--- src/hdl/dcs_pkg.sv ---
package dcs_pkg;

    localparam int unsigned YEAR_W  = 14;
    localparam int unsigned FIELD_W = 7;
    localparam int unsigned CHAR_W  = 8;
    localparam int unsigned POS_W   = 4;

    localparam logic [CHAR_W-1:0] CHAR_DASH = 8'h2D;
    localparam logic [CHAR_W-1:0] CHAR_ZERO = 8'h30;
    localparam logic [CHAR_W-1:0] CHAR_NINE = 8'h39;

    localparam logic [POS_W-1:0] POS_SEP1   = 4'd4;
    localparam logic [POS_W-1:0] POS_SEP2   = 4'd7;
    localparam logic [POS_W-1:0] POS_END    = 4'd10;
    localparam logic [POS_W-1:0] POS_SAT    = 4'd11;
    localparam logic [POS_W-1:0] POS_YEAR_LO = 4'd2;

    localparam logic [YEAR_W-1:0] YEAR_LOW_RESET  = 14'd2000;
    localparam logic [YEAR_W-1:0] YEAR_HIGH_RESET = 14'd2100;

    localparam logic [FIELD_W-1:0] MONTHS_PER_YEAR = 7'd12;
    localparam logic [FIELD_W-1:0] MONTH_FEB       = 7'd2;
    localparam logic [FIELD_W-1:0] MONTH_APR       = 7'd4;
    localparam logic [FIELD_W-1:0] MONTH_JUN       = 7'd6;
    localparam logic [FIELD_W-1:0] MONTH_SEP       = 7'd9;
    localparam logic [FIELD_W-1:0] MONTH_NOV       = 7'd11;
    localparam logic [FIELD_W-1:0] DAYS_LONG       = 7'd31;
    localparam logic [FIELD_W-1:0] DAYS_SHORT      = 7'd30;
    localparam logic [FIELD_W-1:0] DAYS_FEB_LEAP   = 7'd29;
    localparam logic [FIELD_W-1:0] DAYS_FEB        = 7'd28;

    // Register indexes of the configuration port.
    typedef enum logic [0:0] {
        CFG_YEAR_LOW  = 1'b0,
        CFG_YEAR_HIGH = 1'b1
    } cfg_index_t;

    typedef enum logic [2:0] {
        STATUS_VALID     = 3'd0,
        STATUS_BAD_LEN   = 3'd1,
        STATUS_BAD_SEP   = 3'd2,
        STATUS_BAD_YEAR  = 3'd3,
        STATUS_BAD_MONTH = 3'd4,
        STATUS_BAD_DAY   = 3'd5
    } status_t;

    // Fault bit positions inside digit_faults.
    localparam int unsigned FAULT_YEAR  = 0;
    localparam int unsigned FAULT_MONTH = 1;
    localparam int unsigned FAULT_DAY   = 2;

    // Everything the checker needs once the last character is folded in.
    typedef struct packed {
        logic [POS_W-1:0]   length;
        logic               sep_fault;
        logic [2:0]         digit_faults;
        logic [YEAR_W-1:0]  year;
        logic [FIELD_W-1:0] month;
        logic [FIELD_W-1:0] day;
        logic [FIELD_W-1:0] century;
        logic [FIELD_W-1:0] year_in_century;
    } fields_t;

    typedef struct packed {
        status_t            status;
        logic [YEAR_W-1:0]  year;
        logic [FIELD_W-1:0] month;
        logic [FIELD_W-1:0] day;
    } result_t;

endpackage

--- src/hdl/dcs_char_if.sv ---
interface dcs_char_if;
    logic       valid;
    logic       ready;
    logic [7:0] char_code;
    logic       last_char;

    modport source (output valid, output char_code, output last_char, input ready);
    modport sink (input valid, input char_code, input last_char, output ready);
endinterface

--- src/hdl/dcs_result_if.sv ---
interface dcs_result_if;
    logic        valid;
    logic        ready;
    logic [2:0]  status;
    logic [13:0] year_value;
    logic [6:0]  month_value;
    logic [6:0]  day_value;

    modport source (
        output valid, output status, output year_value, output month_value,
        output day_value, input ready
    );
    modport sink (
        input valid, input status, input year_value, input month_value,
        input day_value, output ready
    );
endinterface

--- src/hdl/calendar_date_string_checker_core.sv ---
// A result is registered from the last character held in the input register.
// Throughput: one character per cycle, set by the single accumulate step between the
// input register and the result register; a last character waits while a result is pending.
// Reset (rst_n, asynchronous, active low) clears the parse state and both handshakes
// and loads year_low = 2000, year_high = 2100.
module calendar_date_string_checker_core (
    input  logic        clk,
    input  logic        rst_n,
    input  logic        cfg_wr_en,
    input  logic [0:0]  cfg_index,
    input  logic [13:0] cfg_data,
    dcs_char_if.sink    char_in,
    dcs_result_if.source result_out
);
    import dcs_pkg::*;

    logic              in_valid_reg;
    logic [CHAR_W-1:0] char_reg;
    logic              last_reg;
    logic              out_valid_reg;
    result_t           result_reg;
    logic [YEAR_W-1:0] year_low_reg;
    logic [YEAR_W-1:0] year_high_reg;

    logic              out_free;
    logic              consume;
    fields_t           fields;
    result_t           result;

    // A character that ends no string never waits on the output side.
    assign out_free      = !out_valid_reg || result_out.ready;
    assign consume       = in_valid_reg && (!last_reg || out_free);
    assign char_in.ready = !in_valid_reg || consume;

    always_ff @(posedge clk or negedge rst_n)
    begin
        if (!rst_n)
        begin
            year_low_reg  <= YEAR_LOW_RESET;
            year_high_reg <= YEAR_HIGH_RESET;
        end
        else if (cfg_wr_en)
        begin
            unique case (cfg_index_t'(cfg_index))
                CFG_YEAR_LOW:  year_low_reg  <= cfg_data;
                CFG_YEAR_HIGH: year_high_reg <= cfg_data;
                default:       year_low_reg  <= year_low_reg;
            endcase
        end
    end

    always_ff @(posedge clk or negedge rst_n)
    begin
        if (!rst_n)
            in_valid_reg <= 1'b0;
        else if (char_in.ready)
            in_valid_reg <= char_in.valid;
    end

    always_ff @(posedge clk)
    begin
        if (char_in.valid && char_in.ready)
        begin
            char_reg <= char_in.char_code;
            last_reg <= char_in.last_char;
        end
    end

    dcs_accum u_accum (
        .clk       (clk),
        .rst_n     (rst_n),
        .step      (consume),
        .char_code (char_reg),
        .last_char (last_reg),
        .fields    (fields)
    );

    dcs_judge u_judge (
        .fields    (fields),
        .year_low  (year_low_reg),
        .year_high (year_high_reg),
        .result    (result)
    );

    always_ff @(posedge clk or negedge rst_n)
    begin
        if (!rst_n)
            out_valid_reg <= 1'b0;
        else if (out_free)
            out_valid_reg <= consume && last_reg;
    end

    always_ff @(posedge clk)
    begin
        if (out_free && consume && last_reg)
            result_reg <= result;
    end

    assign result_out.valid       = out_valid_reg;
    assign result_out.status      = result_reg.status;
    assign result_out.year_value  = result_reg.year;
    assign result_out.month_value = result_reg.month;
    assign result_out.day_value   = result_reg.day;

endmodule

--- src/hdl/dcs_accum.sv ---
module dcs_accum (
    input  logic                     clk,
    input  logic                     rst_n,
    input  logic                     step,
    input  logic [7:0]               char_code,
    input  logic                     last_char,
    output dcs_pkg::fields_t         fields
);
    import dcs_pkg::*;

    logic [POS_W-1:0]   pos_reg;
    logic               sep_fault_reg;
    logic [2:0]         faults_reg;
    logic [YEAR_W-1:0]  year_reg;
    logic [FIELD_W-1:0] month_reg;
    logic [FIELD_W-1:0] day_reg;
    logic [FIELD_W-1:0] century_reg;
    logic [FIELD_W-1:0] yic_reg;

    logic               is_digit;
    logic [3:0]         digit;

    assign is_digit = (char_code >= CHAR_ZERO) && (char_code <= CHAR_NINE);
    assign digit    = 4'(char_code - CHAR_ZERO);

    function automatic logic [YEAR_W-1:0] times_ten_plus(
        input logic [YEAR_W-1:0] acc,
        input logic [3:0]        d
    );
        return YEAR_W'({acc, 3'b000} + {acc, 1'b0} + YEAR_W'(d));
    endfunction

    // The next state is the folded value of the current character; a last character clears it.
    always_comb
    begin
        fields.length          = (pos_reg < POS_SAT) ? pos_reg + 1'b1 : pos_reg;
        fields.sep_fault       = sep_fault_reg;
        fields.digit_faults    = faults_reg;
        fields.year            = year_reg;
        fields.month           = month_reg;
        fields.day             = day_reg;
        fields.century         = century_reg;
        fields.year_in_century = yic_reg;
        if (pos_reg < POS_SEP1)
        begin
            if (is_digit)
            begin
                fields.year = times_ten_plus(year_reg, digit);
                // The two-digit halves of the year feed the leap-year rule.
                if (pos_reg < POS_YEAR_LO)
                    fields.century = FIELD_W'(times_ten_plus(YEAR_W'(century_reg), digit));
                else
                    fields.year_in_century = FIELD_W'(times_ten_plus(YEAR_W'(yic_reg), digit));
            end
            else
                fields.digit_faults[FAULT_YEAR] = 1'b1;
        end
        else if ((pos_reg == POS_SEP1) || (pos_reg == POS_SEP2))
        begin
            if (char_code != CHAR_DASH)
                fields.sep_fault = 1'b1;
        end
        else if (pos_reg < POS_SEP2)
        begin
            if (is_digit)
                fields.month = FIELD_W'(times_ten_plus(YEAR_W'(month_reg), digit));
            else
                fields.digit_faults[FAULT_MONTH] = 1'b1;
        end
        else if (pos_reg < POS_END)
        begin
            if (is_digit)
                fields.day = FIELD_W'(times_ten_plus(YEAR_W'(day_reg), digit));
            else
                fields.digit_faults[FAULT_DAY] = 1'b1;
        end
    end

    always_ff @(posedge clk or negedge rst_n)
    begin
        if (!rst_n)
        begin
            pos_reg       <= '0;
            sep_fault_reg <= 1'b0;
            faults_reg    <= '0;
            year_reg      <= '0;
            month_reg     <= '0;
            day_reg       <= '0;
            century_reg   <= '0;
            yic_reg       <= '0;
        end
        else if (step)
        begin
            if (last_char)
            begin
                pos_reg       <= '0;
                sep_fault_reg <= 1'b0;
                faults_reg    <= '0;
                year_reg      <= '0;
                month_reg     <= '0;
                day_reg       <= '0;
                century_reg   <= '0;
                yic_reg       <= '0;
            end
            else
            begin
                pos_reg       <= fields.length;
                sep_fault_reg <= fields.sep_fault;
                faults_reg    <= fields.digit_faults;
                year_reg      <= fields.year;
                month_reg     <= fields.month;
                day_reg       <= fields.day;
                century_reg   <= fields.century;
                yic_reg       <= fields.year_in_century;
            end
        end
    end

endmodule

--- src/hdl/dcs_judge.sv ---
module dcs_judge (
    input  dcs_pkg::fields_t   fields,
    input  logic [13:0]        year_low,
    input  logic [13:0]        year_high,
    output dcs_pkg::result_t   result
);
    import dcs_pkg::*;

    logic               year_bad;
    logic               leap;
    logic [FIELD_W-1:0] month_days;
    logic [YEAR_W-1:0]  year_v;
    logic [FIELD_W-1:0] month_v;
    logic [FIELD_W-1:0] day_v;

    assign year_v  = fields.digit_faults[FAULT_YEAR]  ? '0 : fields.year;
    assign month_v = fields.digit_faults[FAULT_MONTH] ? '0 : fields.month;
    assign day_v   = fields.digit_faults[FAULT_DAY]   ? '0 : fields.day;

    assign year_bad = fields.digit_faults[FAULT_YEAR]
                   || (year_v < year_low) || (year_v > year_high);

    // A year is divisible by 4 when its last two digits are; a century year
    // is a leap year when its first two digits are divisible by 4.
    assign leap = (fields.year_in_century == '0) ? (fields.century[1:0] == 2'b00)
                                                 : (fields.year_in_century[1:0] == 2'b00);

    always_comb
    begin
        unique case (month_v)
            MONTH_FEB:                                    month_days = leap ? DAYS_FEB_LEAP
                                                                            : DAYS_FEB;
            MONTH_APR, MONTH_JUN, MONTH_SEP, MONTH_NOV:   month_days = DAYS_SHORT;
            default:                                      month_days = DAYS_LONG;
        endcase
    end

    always_comb
    begin
        result.year  = year_v;
        result.month = month_v;
        result.day   = day_v;
        if (fields.length != POS_END)
            result.status = STATUS_BAD_LEN;
        else if (fields.sep_fault)
            result.status = STATUS_BAD_SEP;
        else if (year_bad)
            result.status = STATUS_BAD_YEAR;
        else if (fields.digit_faults[FAULT_MONTH] || (month_v == '0)
                 || (month_v > MONTHS_PER_YEAR))
            result.status = STATUS_BAD_MONTH;
        else if (fields.digit_faults[FAULT_DAY] || (day_v == '0)
                 || (day_v > month_days))
            result.status = STATUS_BAD_DAY;
        else
            result.status = STATUS_VALID;
    end

endmodule

--- src/flat_wrapper.sv ---
// flat-port wrapper written by rule: the top's interface ports become plain ports
module calendar_date_string_checker_core_flat import dcs_pkg::*;
  (clk, rst_n, cfg_wr_en, cfg_index, cfg_data, char_in_valid, char_in_char_code, char_in_last_char, char_in_ready, result_out_valid, result_out_status, result_out_year_value, result_out_month_value, result_out_day_value, result_out_ready);
  dcs_char_if char_in_i ();
  dcs_result_if result_out_i ();
  input  logic clk;
  input  logic rst_n;
  input  logic cfg_wr_en;
  input  logic [0:0] cfg_index;
  input  logic [13:0] cfg_data;
  input wire logic [$bits(char_in_i.valid)-1:0] char_in_valid;
  input wire logic [$bits(char_in_i.char_code)-1:0] char_in_char_code;
  input wire logic [$bits(char_in_i.last_char)-1:0] char_in_last_char;
  output wire logic [$bits(char_in_i.ready)-1:0] char_in_ready;
  output wire logic [$bits(result_out_i.valid)-1:0] result_out_valid;
  output wire logic [$bits(result_out_i.status)-1:0] result_out_status;
  output wire logic [$bits(result_out_i.year_value)-1:0] result_out_year_value;
  output wire logic [$bits(result_out_i.month_value)-1:0] result_out_month_value;
  output wire logic [$bits(result_out_i.day_value)-1:0] result_out_day_value;
  input wire logic [$bits(result_out_i.ready)-1:0] result_out_ready;
  assign char_in_i.valid = char_in_valid;
  assign char_in_i.char_code = char_in_char_code;
  assign char_in_i.last_char = char_in_last_char;
  assign char_in_ready = char_in_i.ready;
  assign result_out_valid = result_out_i.valid;
  assign result_out_status = result_out_i.status;
  assign result_out_year_value = result_out_i.year_value;
  assign result_out_month_value = result_out_i.month_value;
  assign result_out_day_value = result_out_i.day_value;
  assign result_out_i.ready = result_out_ready;
  calendar_date_string_checker_core u_core (.clk(clk), .rst_n(rst_n), .cfg_wr_en(cfg_wr_en), .cfg_index(cfg_index), .cfg_data(cfg_data), .char_in(char_in_i), .result_out(result_out_i));
endmodule
--- config.mk ---
export PLATFORM = sky130hd
export DESIGN_NAME = calendar_date_string_checker_core_flat
export DESIGN_NICKNAME = d
export VERILOG_FILES = /design/src/hdl/dcs_pkg.sv /design/src/hdl/dcs_char_if.sv /design/src/hdl/dcs_result_if.sv /design/src/hdl/calendar_date_string_checker_core.sv /design/src/hdl/dcs_accum.sv /design/src/hdl/dcs_judge.sv /design/src/flat_wrapper.sv
export SDC_FILE = /design/constraint.sdc
export NUM_CORES = 1
export LEC_CHECK = 0
export ABC_AREA = 0
export BUFFER_PORTS_ARGS = -buffer_cell sky130_fd_sc_hd__buf_2
export CORE_ASPECT_RATIO = 1.1
export CORE_UTILIZATION = 40
export CTS_BUF_LIST = sky130_fd_sc_hd__clkbuf_16
export DETAILED_ROUTE_END_ITERATION = 8
export PLACE_DENSITY = 0.66
export SLEW_MARGIN = 10
export SYNTH_ARGS = -nofsm -noshare
export SYNTH_HDL_FRONTEND = slang
export SYNTH_SLANG_ARGS = --single-unit
--- constraint.sdc ---
create_clock -name clk -period 11 [get_ports clk]
set_clock_uncertainty 0.2 [all_clocks]
set_input_delay 0.55 -clock clk [delete_from_list [all_inputs] [get_ports clk]]
set_output_delay 0.55 -clock clk [all_outputs]
set_load 0.01 [all_outputs]
### After elaboration in Yosys (flattened, before gate mapping)

Cells that the tools add are included.

* logic and storage cells: 122
* bits of input ports: 29
* flip-flop bits (word level): 115

* reductions and logical operators: 28
* bitwise gates (word level): 1
* $add $sub $neg: 12
* magnitude comparators: 11
* equal/unequal tests: 9
* multiplexer cells: 42

Operators with widths (number)
* two-way mux 7 bit: 11
* two-way mux 14 bit: 5
* adder 7 x 4 -> 7 bit: 3
* adder 7 bit: 3
* logical NOT 7 bit: 3
* two-way mux 10 bit: 2
* two-way mux 3 bit: 6
* two-way mux 15 bit: 1
* adder 14 bit: 1
* adder 14 x 4 -> 14 bit: 1
* == test 7 x 3 -> 1 bit (second input constant): 2
* == test 7 x 4 -> 1 bit (second input constant): 2
* > comparator 14 bit: 1
* < comparator 14 bit: 1
* two-way mux 1 bit: 11
* logical OR 1 bit: 10
* == test 4 x 3 -> 1 bit (second input constant): 2
* greater-or-equal comparator 8 x 6 -> 1 bit (second input constant): 1
* less-or-equal comparator 8 x 6 -> 1 bit (second input constant): 1
* < comparator 4 x 3 -> 1 bit (second input constant): 2
* < comparator 4 bit (second input constant): 2
* two-way mux 4 bit: 2
* != test 8 x 6 -> 1 bit (second input constant): 1
* == test 7 x 2 -> 1 bit (second input constant): 1
* 17 further kinds: 28

### Logic depth before layout (Yosys ltp)

Gate-level depths: netlist of run 1.

* depth in word-level cells: 17
* depth in mapped cells: 19
* depth with buffers taken out: 19

### Cells and area by module

Synthesis of run 1 repeated with hierarchy kept, for this count alone.

* cell total of the unflattened synthesis: 745
* area total of the unflattened synthesis: 7790.0 um2

By module, submodules not included
* dcs_accum: sequential area each 1251.2 um2, instances 1, area each 4172.8 um2, cells each 469
* calendar_date_string_checker_core: sequential area each 1964.4 um2, instances 1, area each 2446.1 um2, cells each 110
* dcs_judge: sequential area each 0.0 um2, instances 1, area each 1171.1 um2, cells each 166

### Worst setup path after synthesis of run 1

No wires, ideal clock.

* kind: register -> register
* start: register u_core.char_reg[3]
* end: register u_core.result_reg, in the netlist u_core.result_out.status[2] (data pin)
* arrival time: 4.105 ns
* required time: 10.597 ns
* cell stages (with the launch flop): 18
* clock period less this slack: 4.508 ns
* buffers on the path: 0
* setup slack: 6.492 ns
* setup time: 0.203 ns
* path through: edfxtp_1 fa_1 ha_1 a211oi_1 o21bai_1 a31oi_1 o21ai_0 o41ai_1 or3_1 o211ai_1 ha_1 nand3_1 nor2_1 nand2_1 nor4_1 nor2_1 or3_1 a2111oi_1

RTL lines
* start, declared: line calendar_date_string_checker_core.sv:18 `logic [CHAR_W-1:0] char_reg;`
* start signal, assigned: line calendar_date_string_checker_core.sv:64 `char_reg <= char_in.char_code;`
* end signal, assigned: line calendar_date_string_checker_core.sv:96 `result_reg <= result;`
* end, declared: line calendar_date_string_checker_core.sv:21 `result_t result_reg;`

==> results of run 1 <==
-- Yosys cell counts, types with 7 or more instances --
master / instances / area (µm²)
xor2_1: 13 / 114
fa_1: 8 / 160
mux2_2: 16 / 180
o21ai_0: 52 / 260
a22o_1: 13 / 114
dfrtp_1: 65 / 1630
nand3_1: 8 / 40.0
nor3_1: 8 / 40.0
ha_1: 77 / 963
xnor2_1: 15 / 131
nor2_1: 42 / 158
nand2_1: 81 / 304
edfxtp_1: 40 / 1200
a21oi_1: 38 / 190
a22oi_1: 13 / 97.6
dfstp_2: 10 / 263
inv_1: 53 / 199
clkbuf_1: 16 / 60.1
nand4_1: 7 / 43.8
a21o_1: 13 / 97.6
-- power breakdown --
group | switching, mW | internal (mW) | leakage, nW
Sequential | 0.0292 | 0.481 | 1.35
Combinational | 0.102 | 0.0712 | 2.16
Clock | 0.191 | 0.326 | 0.285
Total | 0.323 | 0.878 | 3.79
-- worst register-to-register path: stages (launching register included) --
cell and delay [ns]:
edfxtp_1 0.58, fa_1 0.51, ha_1 0.32, a211oi_1 0.27
o21bai_1 0.15, a31oi_1 0.26, o21ai_0 0.13, o41ai_1 0.49
or3_1 0.19, o211ai_1 0.14, ha_1 0.35, nand3_1 0.10
nor2_1 0.11, nand2_1 0.09, nor4_1 0.27, nor2_1 0.11
or3_1 0.36, a2111oi_1 0.36
-- routing by layer --
layer	GRT usage (%)	up-vias	wire (µm)
met3	3.88	26	688
met2	32.5	157	8050
li1	-	2647	-
met4	7.93	0	370
met5	0	-	0
met1	24.7	2617	7430
-- kinds of logic (layout without fill, tap and decap cells) --
family	Yosys count	count (layout)	share of synthesized area [%]
buffers and inverters	78	151	4.22
AND/OR/NAND/NOR	187	187	12.8
multiplexers	20	20	3.17
XOR/XNOR	28	28	3.45
flip-flops	115	115	43.5
adder cells (fa/ha/maj)	85	85	15.8
AO/OA/AOI/OAI	185	185	17.1
-- final timing paths --
| path | depth (start not counted) | to |
|---|---|---|
| max | 17 | u_core.result_out.status[2]$_SDFFCE_PP0P_ |
| min | 1 | u_core.u_accum.yic_reg[4]$_DFFE_PN0P_ |
| max reg2reg | 17 | u_core.result_out.status[2]$_SDFFCE_PP0P_ |
| min reg2reg | 2 | u_core.u_accum.day_reg[6]$_DFFE_PN0P_ |
| max in group asynchronous | 1 | u_core.year_low_reg[13]$_DFFE_PN0P_ |
| min in group clk | 1 | u_core.char_reg[4]$_DFFE_PP_ |
-- area by class of cell --
cell class | instances | area (µm²) | area share [%]
flip-flops and latches | 115 | 3090 | 37.7
clock buffers | 17 | 425 | 5.19
well taps | 234 | 293 | 3.57
inverters | 54 | 203 | 2.47
clock inverters | 15 | 128 | 1.56
repair buffers | 65 | 338 | 4.12
multi-input cells | 505 | 3720 | 45.4
-- stage by stage --
step	hold WS, ns	instance area, µm²	power, mW	utilization (%)
after floorplan	0.0544	7110	0.630	-
after global placement	0.269	7640	0.685	44.4
after detailed placement	0.283	7640	0.688	44.4
after CTS	0.0974	8200	1.21	47.7
after global routing	0.101	8200	1.25	47.7
final	0.0853	8200	1.20	47.7
==> impl_results.md, run 1 <==
- CTS tree: done
- Std-Cell Rows: 50
- CTS Hold Buffers Added: 0
- Worst EP required: 11.00 ns
- Most common cell after layout, fill and taps aside: nand2_1
- GRT Total Usage: 19.5%
- RSZ-0062 raised after global routing: false
- FMAX: 0.193 GHz
- Post_cts resized: 0
- Final setup margin: 5.81 ns
- WP data arrival: 5.19 ns
- Vias per cell: 5.42
- Slew HR: 30.7%
- Width of the chip: 129 µm
- WL/cell: 16.5 µm
- Setup TNS: 0 ns
- Max IR drop VDD: 0.109 mV
- # diodes: 0
- First-pass GRT wire length: 27.3 mm
- Final period utilization: 47.2%
- Initial antenna violation count: 0
- Primary FF master, synth: dfrtp_1
- Total number of vias: 5447
- Fin. max-slew vios: 0
- Syn avg cell area: 10.2 µm²
- CTS buffer count: 17
- Final GP Congestion: 0.844
- Worst R2R Setup Slack: 5.81 ns
- Post-layout nets: 872
- Slowest CP cell: edfxtp_1
- Dpl cells: 973
- Crit path buf inv count: 0
- Wirelength, routed: 16.5 mm
- RR Startpoint: u_core.char_reg[3]$_DFFE_PP_
- Post-synthesis async set-or-reset flop share: 65.2%
- Status: complete, no violations
- GRT overflow: 0
- YS warnings: 0
- Post-synthesis sequential area ratio: 43.5%
- # IOs: 62
- Area Overhead vs Synth: 15.3%
- Root Buffer: clkbuf_16
- Drt drc: 0
- Final setup violation count: 0
- Cells after Synth: 698
- Buffers on Ports: 61
- CP delay by family, top: compound AO/OA/AOI/OAI gates
- Clk_lat worst skew: 0.41 ns
- FILL cells: 1612
- Pre-CTS WS: 5.85 ns
- PD cells: 146 mW/mm²
- Number of global-route vias before repair: 5435
- Flops & latches, synth: 115
- Static leakage: 3.79 nW
- Initial DRC Count: 351
- DR pass1 iterations: 7
- Die footprint: 0.0183 mm²
- EDFF count, synth: 40
- Worst-case clock buffer depth: 2
- Ordered cell list for the critical path: fa_1 -> ha_1 -> a211oi_1 -> o21bai_1 -> a31oi_1 -> o21ai_0 -> o41ai_1 -> or3_1 -> o211ai_1 -> ha_1 -> nand3_1 -> nor2_1 -> nand2_1 -> nor4_1 -> nor2_1 -> or3_1 -> a2111oi_1
- Worst setup path class: reg -> reg
- Syn nets: 812
- Largest net degree at the start of global routing: 76
- Hold Path Class: in -> async
- Crit Path Max Fanout: 7
- Initial Utilization: 41.3%
- Share of post-route cells with drive strength above 1: 17.1%
- Leading cell types in the layout, fill and taps excluded: nand2_1, ha_1, dfrtp_1
- Max-cap check violation count: 0
- Post-CTS Setup Bufs: 0
- DP HPWL: 11.7 mm
- CP peak stage delay: 0.58 ns
- Layout Cells excl Fill: 1005
- Fin crit period: 5.19 ns
- Cell area after synthesis: 0.00711 mm²
- Critical Path Start: u_core.char_reg[3]$_DFFE_PP_
- Clock transition at the registers of the reported paths: 0.05 ns
- ANT nets after route: 0
- Crit end category: register
- Final hold violation count: 0
- Cell variety after synth: 71
- # clock sinks: 115
- H-Tree Depth: 4
- Die Y: 142 µm
- Startpoint types: register
- Core area: 0.0172 mm²
- Slew @ Worst Pin: 1.03 ns
Power figures use the tool's default switching activity.
==> inputs of run 2 (changes only) <==
==> constraint.sdc (replaced) <==
create_clock -name clk -period 5.2 [get_ports clk]
set_clock_uncertainty 0.2 [all_clocks]
set_input_delay 0.26 -clock clk [delete_from_list [all_inputs] [get_ports clk]]
set_output_delay 0.26 -clock clk [all_outputs]
set_load 0.01 [all_outputs]
==> run 2 against run 1 <==
Clock power rose by 110%. Register-to-register slack got worse by 5.5 ns. Power rose by 110%. Global-route usage fell by 0.49 points. Via count grew 0.53%. Non-clock buffer count increased by 36. Critical path depth unchanged. Maximum frequency increased by 6.8%. Critical path type unchanged. Critical endpoint unchanged. Highest routed layer unchanged.
==> impl_results.md, run 2 (synthesis gave the netlist of run 1 again) <==
- # diodes: 0
- Final GP Congestion: 0.844
- Worst EP required: 5.21 ns
- Buffers on Ports: 61
- Final Cell Area: 0.00856 mm²
- Internal Power: 1.84 mW
- CTS buffer count: 17
- Power, Total: 2.55 mW
- PD cells: 298 mW/mm²
- GRT overflow: 0
- CTS tree: done
- Worst-case clock buffer depth: 2
- WL/cell: 15.5 µm
- Vias per cell: 5.26
- H-Tree Depth: 4
- Final setup violation count: 0
- Final setup margin: 0.341 ns
- Crit Path Max Fanout: 4
- Psw: 0.709 mW
- Clk_lat worst skew: 0.42 ns
- Worst setup path class: reg -> reg
- Slew @ Worst Pin: 1.12 ns
- DR pass1 iterations: 4
- First-pass GRT wire length: 26.8 mm
- Largest net degree at the start of global routing: 68
- Initial Utilization: 41.3%
- Fin. max-slew vios: 0
- Max IR drop VDD: 0.225 mV
- FILL cells: 1549
- Pre-CTS WS: 0.196 ns
- Startpoint types: register
- Max-cap check violation count: 0
- WP data arrival: 4.87 ns
- Post-layout nets: 908
- # clock sinks: 115
- Die footprint: 0.0183 mm²
- Power share of the combinational group: 15.2%
- Area Overhead vs Synth: 20.3%
- Std-Cell Rows: 50
- Initial DRC Count: 312
- Most common cell after layout, fill and taps aside: nand2_1
- Hold Slack: 0.00818 ns
- Final period utilization: 93.4%
- FMAX: 0.206 GHz
- Die Y: 142 µm
- Fin crit period: 4.86 ns
- RSZ-0062 raised after global routing: false
- Leading cell types in the layout, fill and taps excluded: nand2_1, ha_1, dfrtp_1
- Final hold violation count: 0
- Number of global-route vias before repair: 5314
- Width of the chip: 129 µm
- Seq pwr share: 41.9%
- Clock transition at the registers of the reported paths: 0.06 ns
- Core area: 0.0172 mm²
- Static leakage: 3.95 nW
- Clock Power Share: 42.8%
- Switching share of power: 27.8%
- # IOs: 62
- Crit end category: register
- DP HPWL: 11.6 mm
- Placement Cell Area: 0.00770 mm²
- Share of post-route cells with drive strength above 1: 18.2%
- Root Buffer: clkbuf_16
- Hold Path Class: in -> async
- Setup TNS: 0 ns
- Total number of vias: 5476
- Drt drc: 0
- Wirelength, routed: 16.1 mm
- ANT nets after route: 0
- Slew HR: 23.5%
- Initial antenna violation count: 0
- Status: complete, no violations
- GRT Total Usage: 19.0%
-- run 2: cell count changes in the layout (fill, tap and decap cells not counted), moves of 2 or more --
| cell | before | now |
|---|---|---|
| inv_4 | 0 | 4 |
| inv_6 | 0 | 3 |
| clkinvlp_4 | 2 | 0 |
| clkinv_4 | 1 | 4 |
| inv_1 | 57 | 53 |
| clkinv_2 | 5 | 1 |
| dlygate4sd3_1 | 0 | 27 |
| buf_4 | 5 | 14 |
-- run 2: path summary, 6_finish.rpt --
path                                                   startpoint                                   endpoint  slack, ns  depth (start not counted)
setup reg to reg           u_core.u_accum.year_reg[0]$_DFFE_PN0P_  u_core.result_out.status[2]$_SDFFCE_PP0P_       0.34                         17
setup / recovery           u_core.u_accum.year_reg[0]$_DFFE_PN0P_  u_core.result_out.status[2]$_SDFFCE_PP0P_       0.34                         17
min in group clk                                        cfg_index         u_core.year_low_reg[7]$_DFFE_PN1P_       0.14                          5
hold reg to reg             u_core.u_accum.day_reg[6]$_DFFE_PN0P_      u_core.u_accum.day_reg[6]$_DFFE_PN0P_       0.29                          2
hold / removal                                              rst_n    u_core.u_accum.month_reg[1]$_DFFE_PN0P_      0.008                          2
max in group asynchronous                                   rst_n      u_core.u_accum.yic_reg[1]$_DFFE_PN0P_       3.66                          3
-- run 2: layout make-up --
class / instances / area [µm²] / area share, %
clock buffers: 17 / 425 / 4.97
clock inverters: 15 / 129 / 1.51
inverters: 54 / 203 / 2.37
multi-input cells: 505 / 3740 / 43.7
flip-flops and latches: 115 / 3090 / 36.1
well taps: 234 / 293 / 3.42
repair buffers: 101 / 676 / 7.90
-- run 2: layer usage --
metal,GRT usage (%),vias to the layer above,routed length (µm)
li1,-,2733,-
met1,24.6,2620,7480
met2,31.5,100,7840
met3,3.81,23,527
met4,6.81,0,286
met5,0,-,0
-- run 2: power by group through the flow --
stage                     registers, mW  logic (mW)  clock network (mW)
after floorplan                    1.08       0.255                   0
after global placement             1.08       0.369                   0
after detailed placement           1.08       0.373                   0
after CTS                          1.07       0.392                1.11
after global routing               1.08       0.440                1.15
final                              1.07       0.389                1.09
-- run 2: per-stage QoR --
step	utilization [%]	instances
floorplan	-	698
global placement	44.8	981
detailed placement	44.8	981
CTS	49.6	1040
global route	49.7	1041
finish	49.7	1041
-- run 2: timing repair --
item                                    in CTS  in global routing
setup buffers                                0                  1
resized for setup                            0                  3
hold buffers                                27                  0
hold endpoints to repair                    47                  0
endpoints found under the setup margin       0                  3
-- run 2: worst max-delay path, cell delays in order, from the launching register on --
cell	delay (ns)
dfrtp_1	0.42
fa_1	0.53
ha_1	0.34
a211oi_1	0.26
o21bai_1	0.15
a31oi_2	0.24
o21ai_0	0.14
o41ai_2	0.35
or3_1	0.16
o211ai_1	0.14
ha_1	0.36
nand3_1	0.10
nor2_1	0.11
nand2_1	0.09
nor4_1	0.27
nor2_1	0.10
or3_1	0.37
a2111oi_2	0.34
